## src/rtl/core/sfbc_pkg.sv

```systemverilog
// ----------------------------------------------------------------------------
// sfbc_pkg
// Shared types, constants and helpers of the folded SHA-1 block check.
// ----------------------------------------------------------------------------
package sfbc_pkg;

    localparam int MAX_MESSAGE_BYTES = 4096;
    localparam int COUNT_W           = $clog2(MAX_MESSAGE_BYTES + 1);

    localparam int CHECK_OFFSET = 14;
    localparam int CHECK_BYTES  = 4;

    localparam int QUEUE_DEPTH = 4;
    localparam int QPTR_W      = $clog2(QUEUE_DEPTH);

    localparam logic [3:0] WORD_IDX_LEN_HI = 4'd14;
    localparam logic [3:0] WORD_IDX_LEN_LO = 4'd15;
    localparam logic [3:0] WORD_IDX_LAST   = 4'd15;
    localparam logic [6:0] ROUND_LAST      = 7'd79;

    localparam logic [31:0] H0 = 32'h6745_2301;
    localparam logic [31:0] H1 = 32'hEFCD_AB89;
    localparam logic [31:0] H2 = 32'h98BA_DCFE;
    localparam logic [31:0] H3 = 32'h1032_5476;
    localparam logic [31:0] H4 = 32'hC3D2_E1F0;

    localparam logic [31:0] K0 = 32'h5A82_7999;
    localparam logic [31:0] K1 = 32'h6ED9_EBA1;
    localparam logic [31:0] K2 = 32'h8F1B_BCDC;
    localparam logic [31:0] K3 = 32'hCA62_C1D6;

    // one message word on its way from front to back
    typedef struct packed {
        logic [31:0] word;
        logic        final_word;
        logic [31:0] stored_check;
        logic        overflow;
    } q_entry_t;

    typedef enum logic [1:0] {
        F_BYTES,
        F_PAD,
        F_FILL
    } front_state_t;

    typedef enum logic [1:0] {
        B_LOAD,
        B_ROUND,
        B_ADD,
        B_FOLD
    } back_state_t;

    // xor of digest bytes 5g..5g+4 gives check byte g
    function automatic logic [31:0] fold_digest(input logic [159:0] d);
        logic [31:0] r;
        logic [7:0]  x;
        r = '0;
        for (int g = 0; g < 4; g++) begin
            x = '0;
            for (int i = 0; i < 5; i++) begin
                x = x ^ d[159 - 8 * (5 * g + i) -: 8];
            end
            r[31 - 8 * g -: 8] = x;
        end
        return r;
    endfunction

endpackage

```

## src/rtl/core/sfbc_queue.sv

```systemverilog
// ----------------------------------------------------------------------------
// sfbc_queue
// Short word queue between the byte front end and the hash engine.
// ----------------------------------------------------------------------------
module sfbc_queue (
    input  logic               clk,
    input  logic               rst_n,
    input  logic               q_push,
    input  sfbc_pkg::q_entry_t q_wdata,
    output logic               q_full,
    input  logic               q_pop,
    output sfbc_pkg::q_entry_t q_rdata,
    output logic               q_empty
);

    sfbc_pkg::q_entry_t                mem_reg [sfbc_pkg::QUEUE_DEPTH];
    logic [sfbc_pkg::QPTR_W-1:0]       head_reg, head_next;
    logic [sfbc_pkg::QPTR_W-1:0]       tail_reg, tail_next;
    logic [sfbc_pkg::QPTR_W:0]         count_reg, count_next;
    logic                              do_push, do_pop;

    assign q_full  = (count_reg == (sfbc_pkg::QPTR_W+1)'(sfbc_pkg::QUEUE_DEPTH));
    assign q_empty = (count_reg == '0);
    assign q_rdata = mem_reg[head_reg];

    assign do_push = q_push && !q_full;
    assign do_pop  = q_pop && !q_empty;

    always_comb
    begin
        head_next  = do_pop  ? head_reg + 1'b1 : head_reg;
        tail_next  = do_push ? tail_reg + 1'b1 : tail_reg;
        count_next = count_reg;
        if (do_push && !do_pop)
        begin
            count_next = count_reg + 1'b1;
        end
        else if (do_pop && !do_push)
        begin
            count_next = count_reg - 1'b1;
        end
    end

    always_ff @(posedge clk or negedge rst_n)
    begin
        if (!rst_n)
        begin
            head_reg  <= '0;
            tail_reg  <= '0;
            count_reg <= '0;
        end
        else
        begin
            head_reg  <= head_next;
            tail_reg  <= tail_next;
            count_reg <= count_next;
        end
    end

    always_ff @(posedge clk)
    begin
        if (do_push)
        begin
            mem_reg[tail_reg] <= q_wdata;
        end
    end

endmodule

```

## src/rtl/core/sfbc_front.sv

```systemverilog
// ----------------------------------------------------------------------------
// sfbc_front
// Takes bytes, pulls out the stored check, packs big-endian words and
// appends the SHA-1 padding and bit length at the end of each block.
// ----------------------------------------------------------------------------
module sfbc_front (
    input  logic               clk,
    input  logic               rst_n,
    input  logic               push,
    input  logic [7:0]         data_byte,
    input  logic               last_byte,
    output logic               full,
    input  logic               q_full,
    output logic               q_push,
    output sfbc_pkg::q_entry_t q_wdata
);

    localparam int CW = sfbc_pkg::COUNT_W;

    sfbc_pkg::front_state_t state_reg, state_next;
    logic [CW-1:0]          bytes_seen_reg, bytes_seen_next;
    logic [31:0]            stored_check_reg, stored_check_next;
    logic                   overflow_reg, overflow_next;
    logic [23:0]            word_reg, word_next;
    logic [3:0]             idx_reg, idx_next;
    logic                   extra_reg, extra_next;

    logic                   accept;
    logic                   drop;
    logic                   in_check;
    logic [1:0]             check_off;
    logic [1:0]             check_sel;
    logic [7:0]             msg_byte;
    logic [63:0]            bit_len;
    logic [31:0]            pad_word;
    logic                   fill_len;
    logic                   fill_final;

    assign full   = (state_reg != sfbc_pkg::F_BYTES) || q_full;
    assign accept = push && !full;
    assign drop   = (bytes_seen_reg == CW'(sfbc_pkg::MAX_MESSAGE_BYTES));

    assign in_check  = (bytes_seen_reg >= CW'(sfbc_pkg::CHECK_OFFSET)) &&
                       (bytes_seen_reg < CW'(sfbc_pkg::CHECK_OFFSET + sfbc_pkg::CHECK_BYTES));
    assign check_off = 2'(bytes_seen_reg - CW'(sfbc_pkg::CHECK_OFFSET));
    assign check_sel = 2'd3 - check_off;
    assign msg_byte  = in_check ? 8'h00 : data_byte;

    assign bit_len    = 64'(bytes_seen_reg) << 3;
    assign fill_len   = !extra_reg && (idx_reg >= sfbc_pkg::WORD_IDX_LEN_HI);
    assign fill_final = !extra_reg && (idx_reg == sfbc_pkg::WORD_IDX_LAST);

    // first padding word: held bytes, then the 0x80 marker
    always_comb
    begin
        case (bytes_seen_reg[1:0])
            2'd0:    pad_word = 32'h8000_0000;
            2'd1:    pad_word = {word_reg[7:0], 24'h80_0000};
            2'd2:    pad_word = {word_reg[15:0], 16'h8000};
            default: pad_word = {word_reg, 8'h80};
        endcase
    end

    // next state
    always_comb
    begin
        state_next = state_reg;
        unique case (state_reg)
            sfbc_pkg::F_BYTES:
            begin
                if (accept && last_byte)
                begin
                    state_next = sfbc_pkg::F_PAD;
                end
            end
            sfbc_pkg::F_PAD:
            begin
                if (!q_full)
                begin
                    state_next = sfbc_pkg::F_FILL;
                end
            end
            sfbc_pkg::F_FILL:
            begin
                if (!q_full && fill_final)
                begin
                    state_next = sfbc_pkg::F_BYTES;
                end
            end
            default:
            begin
                state_next = sfbc_pkg::F_BYTES;
            end
        endcase
    end

    // outputs and datapath
    always_comb
    begin
        bytes_seen_next   = bytes_seen_reg;
        stored_check_next = stored_check_reg;
        overflow_next     = overflow_reg;
        word_next         = word_reg;
        idx_next          = idx_reg;
        extra_next        = extra_reg;
        q_push            = 1'b0;
        q_wdata.word         = {word_reg, msg_byte};
        q_wdata.final_word   = 1'b0;
        q_wdata.stored_check = stored_check_reg;
        q_wdata.overflow     = overflow_reg;

        unique case (state_reg)
            sfbc_pkg::F_BYTES:
            begin
                if (accept)
                begin
                    if (drop)
                    begin
                        overflow_next = 1'b1;
                    end
                    else
                    begin
                        if (in_check)
                        begin
                            stored_check_next[{check_sel, 3'b000} +: 8] = data_byte;
                        end
                        word_next       = {word_reg[15:0], msg_byte};
                        bytes_seen_next = bytes_seen_reg + 1'b1;
                        q_push          = (bytes_seen_reg[1:0] == 2'd3);
                    end
                end
            end
            sfbc_pkg::F_PAD:
            begin
                q_wdata.word = pad_word;
                q_push       = !q_full;
                if (!q_full)
                begin
                    idx_next   = bytes_seen_reg[5:2] + 1'b1;
                    // marker too late for the length: one more chunk follows
                    extra_next = (bytes_seen_reg[5:2] == sfbc_pkg::WORD_IDX_LEN_HI);
                end
            end
            sfbc_pkg::F_FILL:
            begin
                if (!fill_len)
                begin
                    q_wdata.word = 32'h0;
                end
                else if (idx_reg == sfbc_pkg::WORD_IDX_LEN_HI)
                begin
                    q_wdata.word = bit_len[63:32];
                end
                else
                begin
                    q_wdata.word = bit_len[31:0];
                end
                q_wdata.final_word = fill_final;
                q_push             = !q_full;
                if (!q_full)
                begin
                    idx_next = idx_reg + 1'b1;
                    if (idx_reg == sfbc_pkg::WORD_IDX_LEN_LO)
                    begin
                        extra_next = 1'b0;
                    end
                    if (fill_final)
                    begin
                        bytes_seen_next   = '0;
                        stored_check_next = '0;
                        overflow_next     = 1'b0;
                    end
                end
            end
            default:
            begin
                q_push = 1'b0;
            end
        endcase
    end

    always_ff @(posedge clk or negedge rst_n)
    begin
        if (!rst_n)
        begin
            state_reg        <= sfbc_pkg::F_BYTES;
            bytes_seen_reg   <= '0;
            stored_check_reg <= '0;
            overflow_reg     <= 1'b0;
            idx_reg          <= '0;
            extra_reg        <= 1'b0;
        end
        else
        begin
            state_reg        <= state_next;
            bytes_seen_reg   <= bytes_seen_next;
            stored_check_reg <= stored_check_next;
            overflow_reg     <= overflow_next;
            idx_reg          <= idx_next;
            extra_reg        <= extra_next;
        end
    end

    always_ff @(posedge clk)
    begin
        word_reg <= word_next;
    end

endmodule

```

## src/rtl/core/sfbc_back.sv

```systemverilog
// ----------------------------------------------------------------------------
// sfbc_back
// SHA-1 engine: loads 16 words, runs 80 rounds one per cycle, adds into
// the digest and, after the final chunk, folds it into the result register.
// ----------------------------------------------------------------------------
module sfbc_back (
    input  logic               clk,
    input  logic               rst_n,
    input  logic               q_empty,
    input  sfbc_pkg::q_entry_t q_rdata,
    output logic               q_pop,
    output logic               empty,
    input  logic               pop,
    output logic [31:0]        check_value,
    output logic               check_matches,
    output logic               length_overflow
);

    sfbc_pkg::back_state_t state_reg, state_next;
    logic [3:0]            cnt_reg, cnt_next;
    logic [6:0]            round_reg, round_next;
    logic [31:0]           digest_reg [5];
    logic [31:0]           digest_next [5];
    logic [31:0]           sched_reg [16];
    logic [31:0]           sched_next [16];
    logic [31:0]           a_reg, b_reg, c_reg, d_reg, e_reg;
    logic [31:0]           a_next, b_next, c_next, d_next, e_next;
    logic                  final_reg, final_next;
    logic [31:0]           stored_reg, stored_next;
    logic                  ovf_reg, ovf_next;
    logic                  out_valid_reg, out_valid_next;
    logic [31:0]           out_check_reg, out_check_next;
    logic                  out_match_reg, out_match_next;
    logic                  out_ovf_reg, out_ovf_next;

    logic [31:0]           f_val, k_val, round_sum, w_new, w_mix, fold_val;
    logic                  load_last;
    logic                  out_write;

    assign empty           = !out_valid_reg;
    assign check_value     = out_check_reg;
    assign check_matches   = out_match_reg;
    assign length_overflow = out_ovf_reg;

    // round function and constant by round group
    always_comb
    begin
        if (round_reg < 7'd20)
        begin
            f_val = (b_reg & c_reg) | (~b_reg & d_reg);
            k_val = sfbc_pkg::K0;
        end
        else if (round_reg < 7'd40)
        begin
            f_val = b_reg ^ c_reg ^ d_reg;
            k_val = sfbc_pkg::K1;
        end
        else if (round_reg < 7'd60)
        begin
            f_val = (b_reg & c_reg) | (b_reg & d_reg) | (c_reg & d_reg);
            k_val = sfbc_pkg::K2;
        end
        else
        begin
            f_val = b_reg ^ c_reg ^ d_reg;
            k_val = sfbc_pkg::K3;
        end
    end

    assign round_sum = {a_reg[26:0], a_reg[31:27]} + f_val + e_reg + k_val + sched_reg[0];
    // schedule kept as a shift line: slot 0 is the word of the current round
    assign w_mix     = sched_reg[13] ^ sched_reg[8] ^ sched_reg[2] ^ sched_reg[0];
    assign w_new     = {w_mix[30:0], w_mix[31]};
    assign fold_val  = sfbc_pkg::fold_digest({digest_reg[0], digest_reg[1], digest_reg[2],
                                              digest_reg[3], digest_reg[4]});

    assign load_last = (cnt_reg == 4'd15);

    // next state
    always_comb
    begin
        state_next = state_reg;
        unique case (state_reg)
            sfbc_pkg::B_LOAD:
            begin
                if (!q_empty && load_last)
                begin
                    state_next = sfbc_pkg::B_ROUND;
                end
            end
            sfbc_pkg::B_ROUND:
            begin
                if (round_reg == sfbc_pkg::ROUND_LAST)
                begin
                    state_next = sfbc_pkg::B_ADD;
                end
            end
            sfbc_pkg::B_ADD:
            begin
                state_next = final_reg ? sfbc_pkg::B_FOLD : sfbc_pkg::B_LOAD;
            end
            sfbc_pkg::B_FOLD:
            begin
                if (!out_valid_reg)
                begin
                    state_next = sfbc_pkg::B_LOAD;
                end
            end
            default:
            begin
                state_next = sfbc_pkg::B_LOAD;
            end
        endcase
    end

    // outputs and datapath
    always_comb
    begin
        cnt_next    = cnt_reg;
        round_next  = round_reg;
        digest_next = digest_reg;
        sched_next  = sched_reg;
        a_next      = a_reg;
        b_next      = b_reg;
        c_next      = c_reg;
        d_next      = d_reg;
        e_next      = e_reg;
        final_next  = final_reg;
        stored_next = stored_reg;
        ovf_next    = ovf_reg;
        q_pop       = 1'b0;
        out_write   = 1'b0;

        unique case (state_reg)
            sfbc_pkg::B_LOAD:
            begin
                if (!q_empty)
                begin
                    q_pop    = 1'b1;
                    cnt_next = cnt_reg + 1'b1;
                    for (int i = 0; i < 15; i++)
                    begin
                        sched_next[i] = sched_reg[i + 1];
                    end
                    sched_next[15] = q_rdata.word;
                    if (load_last)
                    begin
                        final_next  = q_rdata.final_word;
                        stored_next = q_rdata.stored_check;
                        ovf_next    = q_rdata.overflow;
                        round_next  = '0;
                        a_next      = digest_reg[0];
                        b_next      = digest_reg[1];
                        c_next      = digest_reg[2];
                        d_next      = digest_reg[3];
                        e_next      = digest_reg[4];
                    end
                end
            end
            sfbc_pkg::B_ROUND:
            begin
                a_next     = round_sum;
                b_next     = a_reg;
                c_next     = {b_reg[1:0], b_reg[31:2]};
                d_next     = c_reg;
                e_next     = d_reg;
                round_next = round_reg + 1'b1;
                for (int i = 0; i < 15; i++)
                begin
                    sched_next[i] = sched_reg[i + 1];
                end
                sched_next[15] = w_new;
            end
            sfbc_pkg::B_ADD:
            begin
                digest_next[0] = digest_reg[0] + a_reg;
                digest_next[1] = digest_reg[1] + b_reg;
                digest_next[2] = digest_reg[2] + c_reg;
                digest_next[3] = digest_reg[3] + d_reg;
                digest_next[4] = digest_reg[4] + e_reg;
            end
            sfbc_pkg::B_FOLD:
            begin
                if (!out_valid_reg)
                begin
                    out_write      = 1'b1;
                    digest_next[0] = sfbc_pkg::H0;
                    digest_next[1] = sfbc_pkg::H1;
                    digest_next[2] = sfbc_pkg::H2;
                    digest_next[3] = sfbc_pkg::H3;
                    digest_next[4] = sfbc_pkg::H4;
                end
            end
            default:
            begin
                q_pop = 1'b0;
            end
        endcase
    end

    // result register
    always_comb
    begin
        out_valid_next = out_valid_reg;
        out_check_next = out_check_reg;
        out_match_next = out_match_reg;
        out_ovf_next   = out_ovf_reg;
        if (out_write)
        begin
            out_valid_next = 1'b1;
            out_check_next = fold_val;
            out_match_next = (fold_val == stored_reg);
            out_ovf_next   = ovf_reg;
        end
        else if (pop && out_valid_reg)
        begin
            out_valid_next = 1'b0;
        end
    end

    always_ff @(posedge clk or negedge rst_n)
    begin
        if (!rst_n)
        begin
            state_reg     <= sfbc_pkg::B_LOAD;
            cnt_reg       <= '0;
            round_reg     <= '0;
            out_valid_reg <= 1'b0;
            digest_reg[0] <= sfbc_pkg::H0;
            digest_reg[1] <= sfbc_pkg::H1;
            digest_reg[2] <= sfbc_pkg::H2;
            digest_reg[3] <= sfbc_pkg::H3;
            digest_reg[4] <= sfbc_pkg::H4;
        end
        else
        begin
            state_reg     <= state_next;
            cnt_reg       <= cnt_next;
            round_reg     <= round_next;
            out_valid_reg <= out_valid_next;
            digest_reg    <= digest_next;
        end
    end

    always_ff @(posedge clk)
    begin
        sched_reg     <= sched_next;
        a_reg         <= a_next;
        b_reg         <= b_next;
        c_reg         <= c_next;
        d_reg         <= d_next;
        e_reg         <= e_next;
        final_reg     <= final_next;
        stored_reg    <= stored_next;
        ovf_reg       <= ovf_next;
        out_check_reg <= out_check_next;
        out_match_reg <= out_match_next;
        out_ovf_reg   <= out_ovf_next;
    end

endmodule

```

## src/rtl/core/sha1_folded_block_check.sv

```systemverilog
// ----------------------------------------------------------------------------
// sha1_folded_block_check
// Bytes go in through push/full, one block at a time with last_byte on the
// final byte; bytes 14 to 17 are kept as the stored check and hashed as
// zeros. The front end takes one byte per cycle while full is low and packs
// words into a four-entry queue, which holds only 16 bytes. The hash engine
// pops one word per cycle while the queue is not empty, then runs 80 rounds
// (one per cycle) and an add step. Once the queue fills during the rounds
// the front end stalls, so the other 48 bytes of the next chunk arrive one
// per cycle while the engine loads; throughput is set by the round loop and
// the byte-wide front end. The end of a block adds one or two padding chunks
// and a fold step. The result (folded digest, match flag and overflow flag)
// is then held on the result ports until popped; the next block can stream
// in meanwhile. Blocks longer than 4096 bytes are hashed over their first
// 4096 bytes and flagged.
// ----------------------------------------------------------------------------
module sha1_folded_block_check (
    input  logic        clk,
    input  logic        rst_n,
    input  logic        push,
    output logic        full,
    input  logic [7:0]  data_byte,
    input  logic        last_byte,
    output logic        empty,
    input  logic        pop,
    output logic [31:0] check_value,
    output logic        check_matches,
    output logic        length_overflow
);

    logic               q_push;
    logic               q_full;
    logic               q_pop;
    logic               q_empty;
    sfbc_pkg::q_entry_t q_wdata;
    sfbc_pkg::q_entry_t q_rdata;

    sfbc_front u_front (
        .clk       (clk),
        .rst_n     (rst_n),
        .push      (push),
        .data_byte (data_byte),
        .last_byte (last_byte),
        .full      (full),
        .q_full    (q_full),
        .q_push    (q_push),
        .q_wdata   (q_wdata)
    );

    sfbc_queue u_queue (
        .clk     (clk),
        .rst_n   (rst_n),
        .q_push  (q_push),
        .q_wdata (q_wdata),
        .q_full  (q_full),
        .q_pop   (q_pop),
        .q_rdata (q_rdata),
        .q_empty (q_empty)
    );

    sfbc_back u_back (
        .clk             (clk),
        .rst_n           (rst_n),
        .q_empty         (q_empty),
        .q_rdata         (q_rdata),
        .q_pop           (q_pop),
        .empty           (empty),
        .pop             (pop),
        .check_value     (check_value),
        .check_matches   (check_matches),
        .length_overflow (length_overflow)
    );

    // front never pushes a word the queue cannot take
    assert property (@(posedge clk) disable iff (!rst_n) q_push |-> !q_full)
        else $error("word pushed into full queue");

    // engine never pops an empty queue
    assert property (@(posedge clk) disable iff (!rst_n) q_pop |-> !q_empty)
        else $error("pop from empty queue");

    // a popped result is not replaced in the same cycle
    assert property (@(posedge clk) disable iff (!rst_n) (pop && !empty) |=> empty)
        else $error("result overwritten while being taken");

    // the front end stalls while it emits padding words
    assert property (@(posedge clk) disable iff (!rst_n)
        (push && !full && last_byte) |=> full)
        else $error("byte accepted during padding");

endmodule

```

## config.mk

```make
export PLATFORM = sky130hd
export DESIGN_NAME = sha1_folded_block_check
export DESIGN_NICKNAME = d
export VERILOG_FILES = /design/src/rtl/core/sfbc_pkg.sv /design/src/rtl/core/sfbc_queue.sv /design/src/rtl/core/sfbc_front.sv /design/src/rtl/core/sfbc_back.sv /design/src/rtl/core/sha1_folded_block_check.sv
export SDC_FILE = /design/constraint.sdc
export NUM_CORES = 2
export LEC_CHECK = 0
export CAP_MARGIN = 10
export CORE_ASPECT_RATIO = 0.75
export CORE_MARGIN = 2
export CORE_UTILIZATION = 40
export CTS_CLUSTER_SIZE = 24
export DETAILED_ROUTE_END_ITERATION = 8
export DONT_BUFFER_PORTS = 1
export RECOVER_POWER = 25
export SYNTH_ARGS = -nofsm -noshare
export SYNTH_HDL_FRONTEND = slang
export SYNTH_SLANG_ARGS = --single-unit
```

## constraint.sdc

```tcl
create_clock -name clk -period 14.8 [get_ports clk]
set_input_delay 1.48 -clock clk [delete_from_list [all_inputs] [get_ports clk]]
set_output_delay 1.48 -clock clk [all_outputs]
set_load 0.02 [all_outputs]
```

; ---- Word level (Yosys, flattened, before mapping)
; Memory sizes are Yosys's and may differ from the RTL's.
; Index checks and enable logic that the tools add are counted.
[totals]
regBits = 998
inputBits = 13
mem_bits_rw = 264
mem_count = 1
[mem_list]
columns = memory, words, width, rd, rd_clocked_by_memory_dff, write_ports, line
row1 = u_queue.mem_reg, 4, 66, 1, 0, 1, sfbc_queue.sv:16  ; sfbc_pkg::q_entry_t mem_reg [sfbc_pkg::QUEUE_DEPTH];
[op_classes]
bitwise_logic = 31
shifts = 2
magnitude_cmp = 6
n_mux = 80
n_addsub = 21
eq_ne = 31
reduce_logical = 45
[ops]
columns = op, n
row1 = one-hot mux 512 bit (2 select lines), 1
row2 = two-way mux 32 bit, 21
row3 = two-way mux 512 bit, 1
row4 = one-hot mux 32 bit (2 select lines), 7
row5 = one-hot mux 160 bit (2 select lines), 1
row6 = adder 32 bit, 9
row7 = two-way mux 160 bit, 1
row8 = bitwise XOR 32 bit, 5
row9 = bitwise AND 32 bit, 4
row10 = bitwise XOR 8 bit, 16
row11 = bitwise OR 32 bit, 3
row12 = one-hot mux 32 bit (3 select lines), 1
row13 = two-way mux 13 bit, 4
row14 = bitwise mux 32 bit, 1
row15 = equality test 32 bit, 1
row16 = inverter 32 bit, 1
row17 = "variable shift 8 x 7 -> 32 bit, first input constant", 1
row18 = indexed part select 8 x 7 -> 32 bit, 1
row19 = two-way mux 31 bit, 1
row20 = one-hot mux 13 bit (2 select lines), 1
row21 = "!= test 2 x 1 -> 1 bit, second input constant", 10
row22 = two-way mux 1 bit, 18
row23 = AND reduction 3 bit, 6
row24 = "equality test 4 bit, second input constant", 4
row25 = other kinds (43), 97

; ---- Longest topological paths before layout
[depth]
ltp_word = 11
ltp_mapped = 26

; ---- By module
; From an unflattened synthesis, not the netlist that was laid out.
[unflattened]
cells_unflattened = 4502
hier_area_um2 = 59911.2
[modules_own_cells]
columns = mod, cells_per_inst, area_per_inst_um2, instances, seq_area_each_um2
row1 = sfbc_back, 3738, 45849.0, 1, 26675.6
row2 = sfbc_queue, 381, 9962.1, 1, 8102.8
row3 = sfbc_front, 383, 4100.2, 1, 2047.0

; ---- Worst setup path before layout
; OpenSTA, ideal clock, no wires.
[synth_path]
path_type = register -> register
startpoint = register u_back.state_reg[1]
endpoint = register u_back.sched_reg[0] (netlist name) (enable)
path_stages_with_launch = 7
setup_slack_ns = 1.351
period_less_slack_ns = 13.449
arrival_ns = 9.764
path_cell_list = dfrtp_1 clkbuf_1 nand2b_1 clkbuf_1 clkbuf_1 clkbuf_1 nand2_1
[synth_via]
elab_chain_len = 3
word_cells_on_any_way = 5
[synth_rtl]
columns = element, line
row1 = "start, declared", sfbc_back.sv:19  ; sfbc_pkg::back_state_t state_reg, state_next;
row2 = "start signal, assigned", sfbc_back.sv:225  ; state_reg <= sfbc_pkg::B_LOAD;
row3 = "start signal, assigned", sfbc_back.sv:237  ; state_reg <= state_next;
row4 = logical NOT 2 bit or equality test 2 x 1 -> 1 bit (tied branches), sfbc_back.sv:134  ; unique case (state_reg)
row5 = != test 2 bit (no source line) or nonzero test 2 bit (tied branches), -
row6 = AND reduction 2 bit (no source line) (*), -
row7 = "end signal, assigned", sfbc_back.sv:247  ; sched_reg <= sched_next;
row8 = "end, declared", sfbc_back.sv:24  ; logic [31:0] sched_reg [16];
; Every way passes the cells marked *; elsewhere a longest branch is shown, timed or not.
; A chain may end at the register's enable or synchronous reset.

; ---- Worst setup path after layout
[layout_path]
startpoint = register u_back.round_reg[3]
endpoint = register u_back.a_reg[29], data pin
[layout_via]
elab_chain_len = 9
word_cells_on_any_way = 14
[layout_rtl]
columns = element, line
row1 = "start, declared", sfbc_back.sv:21  ; logic [6:0] round_reg, round_next;
row2 = "start signal, assigned", sfbc_back.sv:239  ; round_reg <= round_next;
row3 = less-than comparator 7 x 6 -> 1 bit, sfbc_back.sv:58  ; else if (round_reg < 7'd60)
row4 = two-way mux 32 bit, sfbc_back.sv:58
row5 = two-way mux 32 bit, sfbc_back.sv:53  ; else if (round_reg < 7'd40)
row6 = two-way mux 32 bit, sfbc_back.sv:48  ; if (round_reg < 7'd20)
row7 = adder 32 bit (2 in series), sfbc_back.sv:70  ; assign round_sum = {a_reg[26:0], a_reg[31:27]} + f_val + e_reg + k_val + sched_reg[0];
row8 = adder 32 bit (*) (2 in series), sfbc_back.sv:70
row9 = one-hot mux 32 bit (2 select lines) (*), sfbc_back.sv:134
row10 = named net u_back.a_next[29], sfbc_back.sv:27  ; logic [31:0] a_next, b_next, c_next, d_next, e_next;
row11 = "end signal, assigned", sfbc_back.sv:248  ; a_reg <= a_next;
row12 = "end, declared", sfbc_back.sv:26  ; logic [31:0] a_reg, b_reg, c_reg, d_reg, e_reg;
; The timed path passes the listed nets; every way through them passes the cells marked *.

==> summary.md <==
| Metric | Value |
|---|---|
| Worst Tran Pin Value | 1410 ps |
| Congestion Overflow GR | 0 |
| Hold_buf cts | 0 |
| Fin crit share | 49.9% |
| Total GRT Usage | between 20% and 30% |
| CP Launch Type | flip-flop |
| Maximum VDD drop | between 0.00015 and 0.0002 V |
| Pwr Total | between 8 and 9 mW |
| ANT nets after route | 0 |
| Vias in the first global route | around 34000 |
| Syn Nets | ~5000 |
| Worst-path maximum fanout | 35 |
| Worst Path Arrival | ~7900 ps |
| RR Endpoint | u_back.a_reg[29]$_DFFE_PP_ |
| Port Buffer Count | 0 |
| Worst path required time | about 15000 ps |
| Net switching power | roughly 1.9 mW |
| DIE AREA | 0.154 mm^2 |
| Max-cap violations | 0 |
| Yosys warns | 0 |
| Buffers inserted by post-CTS timing repair | 0 |
| Main synth FF type | edfxtp_1 |
| Routed length per instance | 23.4 um |
| Relative slew slack | under 10% |
| Post-synth ARST share | ~19% |
| Share of cells above drive strength 1 | between 8 and 9% |
| Worst Hold Slack | just under 400 ps |
| Outcome | completed |
| Max reg flops | 512 |
| R2R Setup Slk | about 7400 ps |
| Reg2reg start | u_back.round_reg[3]$_DFFE_PN0P_ |
| Final setup vio count | 0 |
| Die width | around 450 um |
| Leakage power total | roughly 26 nW |
| Synth top area cells | edfxtp_1 (51%), dfrtp_1 (6.4%), ha_1 (5.0%), xnor2_1 (4.9%), nand2_1 (4.3%) |
| Layout area overhead | 10.7% |
| Endpoints failing hold | 0 |
| R2R depth | 26 |
| Power Internal | 6.19 mW |
| CTS Buf Count | between 100 and 150 |
| Clock power share | 39.6% |
| Setup TNS | 0 ps |
| Flops & latches, synth | 1262 |
| Post-Syn Instances | 4658 |
| Min Tclk post-route | 7390 ps |
| DR vias | between 30000 and 40000 |
| Initial core utilization | 40.2% |
| Worst setup EP type | flip-flop |
| Final Util | 44.5% |
| TritonCTS clock tree | built |
| Core Region | ~0.15 mm^2 |
| Synth area leader | edfxtp_1 |
| Slew Limit Fails | 0 |
| Number of H-tree levels | 3 |
| Root buffer cell | clkbuf_16 |
| Initial antenna violation count | 9 |
| Power Density | 122 mW/mm^2 |
| Max Root-Sink Buffers | 3 |
| Combinational power share | about 7.4% |
| Switching share of power | between 20% and 30% |
| I/O Pins | between 40 and 50 |
| Site row count | 123 |
| Hold_sp | u_back.sched_reg[139]$_DFFE_PP_ |
| Number of synthesized flops with an enable pin | about 1000 |
| Total Nets Final | approximately 5000 |
| Dpl hpwl | about 110000 um |
| Sequential share of power | 53.0% |
| Setup Skew | around 110 ps |
| First drt pass iteration count | 5 |
| Fill count | ~14000 |
| Hold Path Class | reg -> reg |
| Largest net degree at the start of global routing | roughly 240 |
| DRC Markers | 0 |
| Post-synthesis sequential area ratio | between 60% and 70% |
| Number of distinct library cells after synthesis | 79 |
| Worst Hold Depth | 0 |
| RePlAce Congestion | ~0.95 |
| First-pass GRT wire length | 232000 um |
| Fmax | 135 MHz |
| Min-Delay Endpoint | u_back.sched_reg[171]$_DFFE_PP_ |
| Mapped Avg Cell Area | 12.9 um^2 |
| Clock Latency Late Sink | ~800 ps |
| Initial DRC Count | around 3900 |
| CTS Sinks | approximately 1300 |
| Number of vias per cell | 5.45 |
| PostCTS Resize Cnt | 0 |
| Commonest non-fill, non-tap cell in the layout | edfxtp_1 |
| Routed wire length | about 160000 um |
| Commonest non-fill, non-tap cells in the layout | edfxtp_1 (1028), nand2_1 (693), xnor2_1 (338) |
| Synthesized cell area | 0.0601 mm^2 |
| Clock-pin slew on the worst setup and hold paths | approximately 70 ps |
| Setup CP Type | reg -> reg |
| Die H | 340 um |
| RSZ-0062 raised after global routing | no |
| Share of the synthesized area in the top cell type | roughly half |
[cell usage after synthesis, drive strengths merged (9+ instances only)]
library cell  count
mux2i            14
a21o             77
nor3             75
nor2b            56
a21oi           230
a31oi            10
or3              16
o21bai           26
ha              238
a211oi           23
o31ai            14
xnor2           338
nor2            164
o32ai            21
mux4             67
a22o             22
dfstp            80
a22oi             9
o22ai            14
xor2             84
fa              125
nor4             16
a211o            14
edfxtp         1028
nand2b           25
dfrtp           154
nand2           695
or2              10
and2             17
nand4            26
nand3            81
inv             229
o21ai           338
clkbuf          139
o21a             31
and3             25
buf              16
[how the worst max path moves through the flow]
| stage | start | endpoint | slack [ps] | cells after the start |
|---|---|---|---|---|
| floorplan | u_back.state_reg[1]$_DFFE_PN0P_ | u_back.sched_reg[0]$_DFFE_PP_ | 1350 | 6 |
| global placement | u_back.round_reg[3]$_DFFE_PN0P_ | u_back.a_reg[29]$_DFFE_PP_ | 7820 | 26 |
| detailed placement | u_back.round_reg[3]$_DFFE_PN0P_ | u_back.a_reg[29]$_DFFE_PP_ | 7730 | 26 |
| CTS | u_back.round_reg[3]$_DFFE_PN0P_ | u_back.a_reg[29]$_DFFE_PP_ | 7680 | 26 |
| global route | u_back.round_reg[3]$_DFFE_PN0P_ | u_back.a_reg[29]$_DFFE_PP_ | 7070 | 26 |
| finish | u_back.round_reg[3]$_DFFE_PN0P_ | u_back.a_reg[29]$_DFFE_PP_ | 7410 | 26 |
[cell type report]
class                   count  area [um^2]  share of cell area, %
flip-flops and latches   1262        36800                   55.3
clock buffers             157         3290                   4.93
clock inverters            69          805                   1.21
diodes                      2         5.00                0.00752
multi-input cells        3010        21900                   32.9
inverters                 231          873                   1.31
repair buffers             47          350                  0.526
well taps                2000         2500                   3.76
[stage by stage]
stage / setup slack, ps / std cells / cell area, um^2
after floorplan: 1350 / 4658 / 60100
after global placement: 7820 / 6548 / 62500
after detailed placement: 7730 / 6548 / 62500
after CTS: 7680 / 6774 / 66600
after global routing: 7070 / 6776 / 66600
final: 7410 / 6778 / 66600
[power groups by stage]
stage               logic [mW]  clock network (mW)  registers, mW
global placement         0.585                   0           4.35
CTS                      0.603                3.28           4.30
detailed placement       0.601                   0           4.37
global route             0.664                3.40           4.32
finish                   0.599                3.21           4.29
floorplan                0.417                   0           4.33
[critical path, stage by stage, from the launching register on]
cell	delay [ps]
dfrtp_1	490
and3_1	230
nor3_1	330
clkinv_1	110
buf_4	270
nand2_1	120
buf_4	380
nor2_1	80
nor2_1	180
fa_1	440
inv_1	80
fa_1	420
fa_1	430
inv_1	60
ha_1	150
inv_1	60
fa_1	450
nor2b_1	140
o21ai_0	110
a21oi_1	330
o21ai_0	380
o31ai_1	740
a31oi_1	260
a21oi_1	410
a31oi_1	160
xor2_1	160
o21ai_0	100
[metal layers]
layer | global-route usage, % | vias to the layer above | wire (um)
met4 | 4.47 | 8 | 3230
met5 | 0.950 | - | 257
met2 | 26.5 | 1367 | 61900
li1 | - | 16900 | -
met3 | 7.70 | 205 | 17700
met1 | 31.7 | 18500 | 75600
[cell families after synthesis]
group,share of synthesized area [%]
AND/OR/NAND/NOR,8.93
AO/OA/AOI/OAI,9.37
XOR/XNOR,6.15
flip-flops,61.2
adder cells (fa/ha/maj),9.11
multiplexers,2.80
buffers and inverters,2.41
No activity file was read; power rests on OpenSTA's default activity.
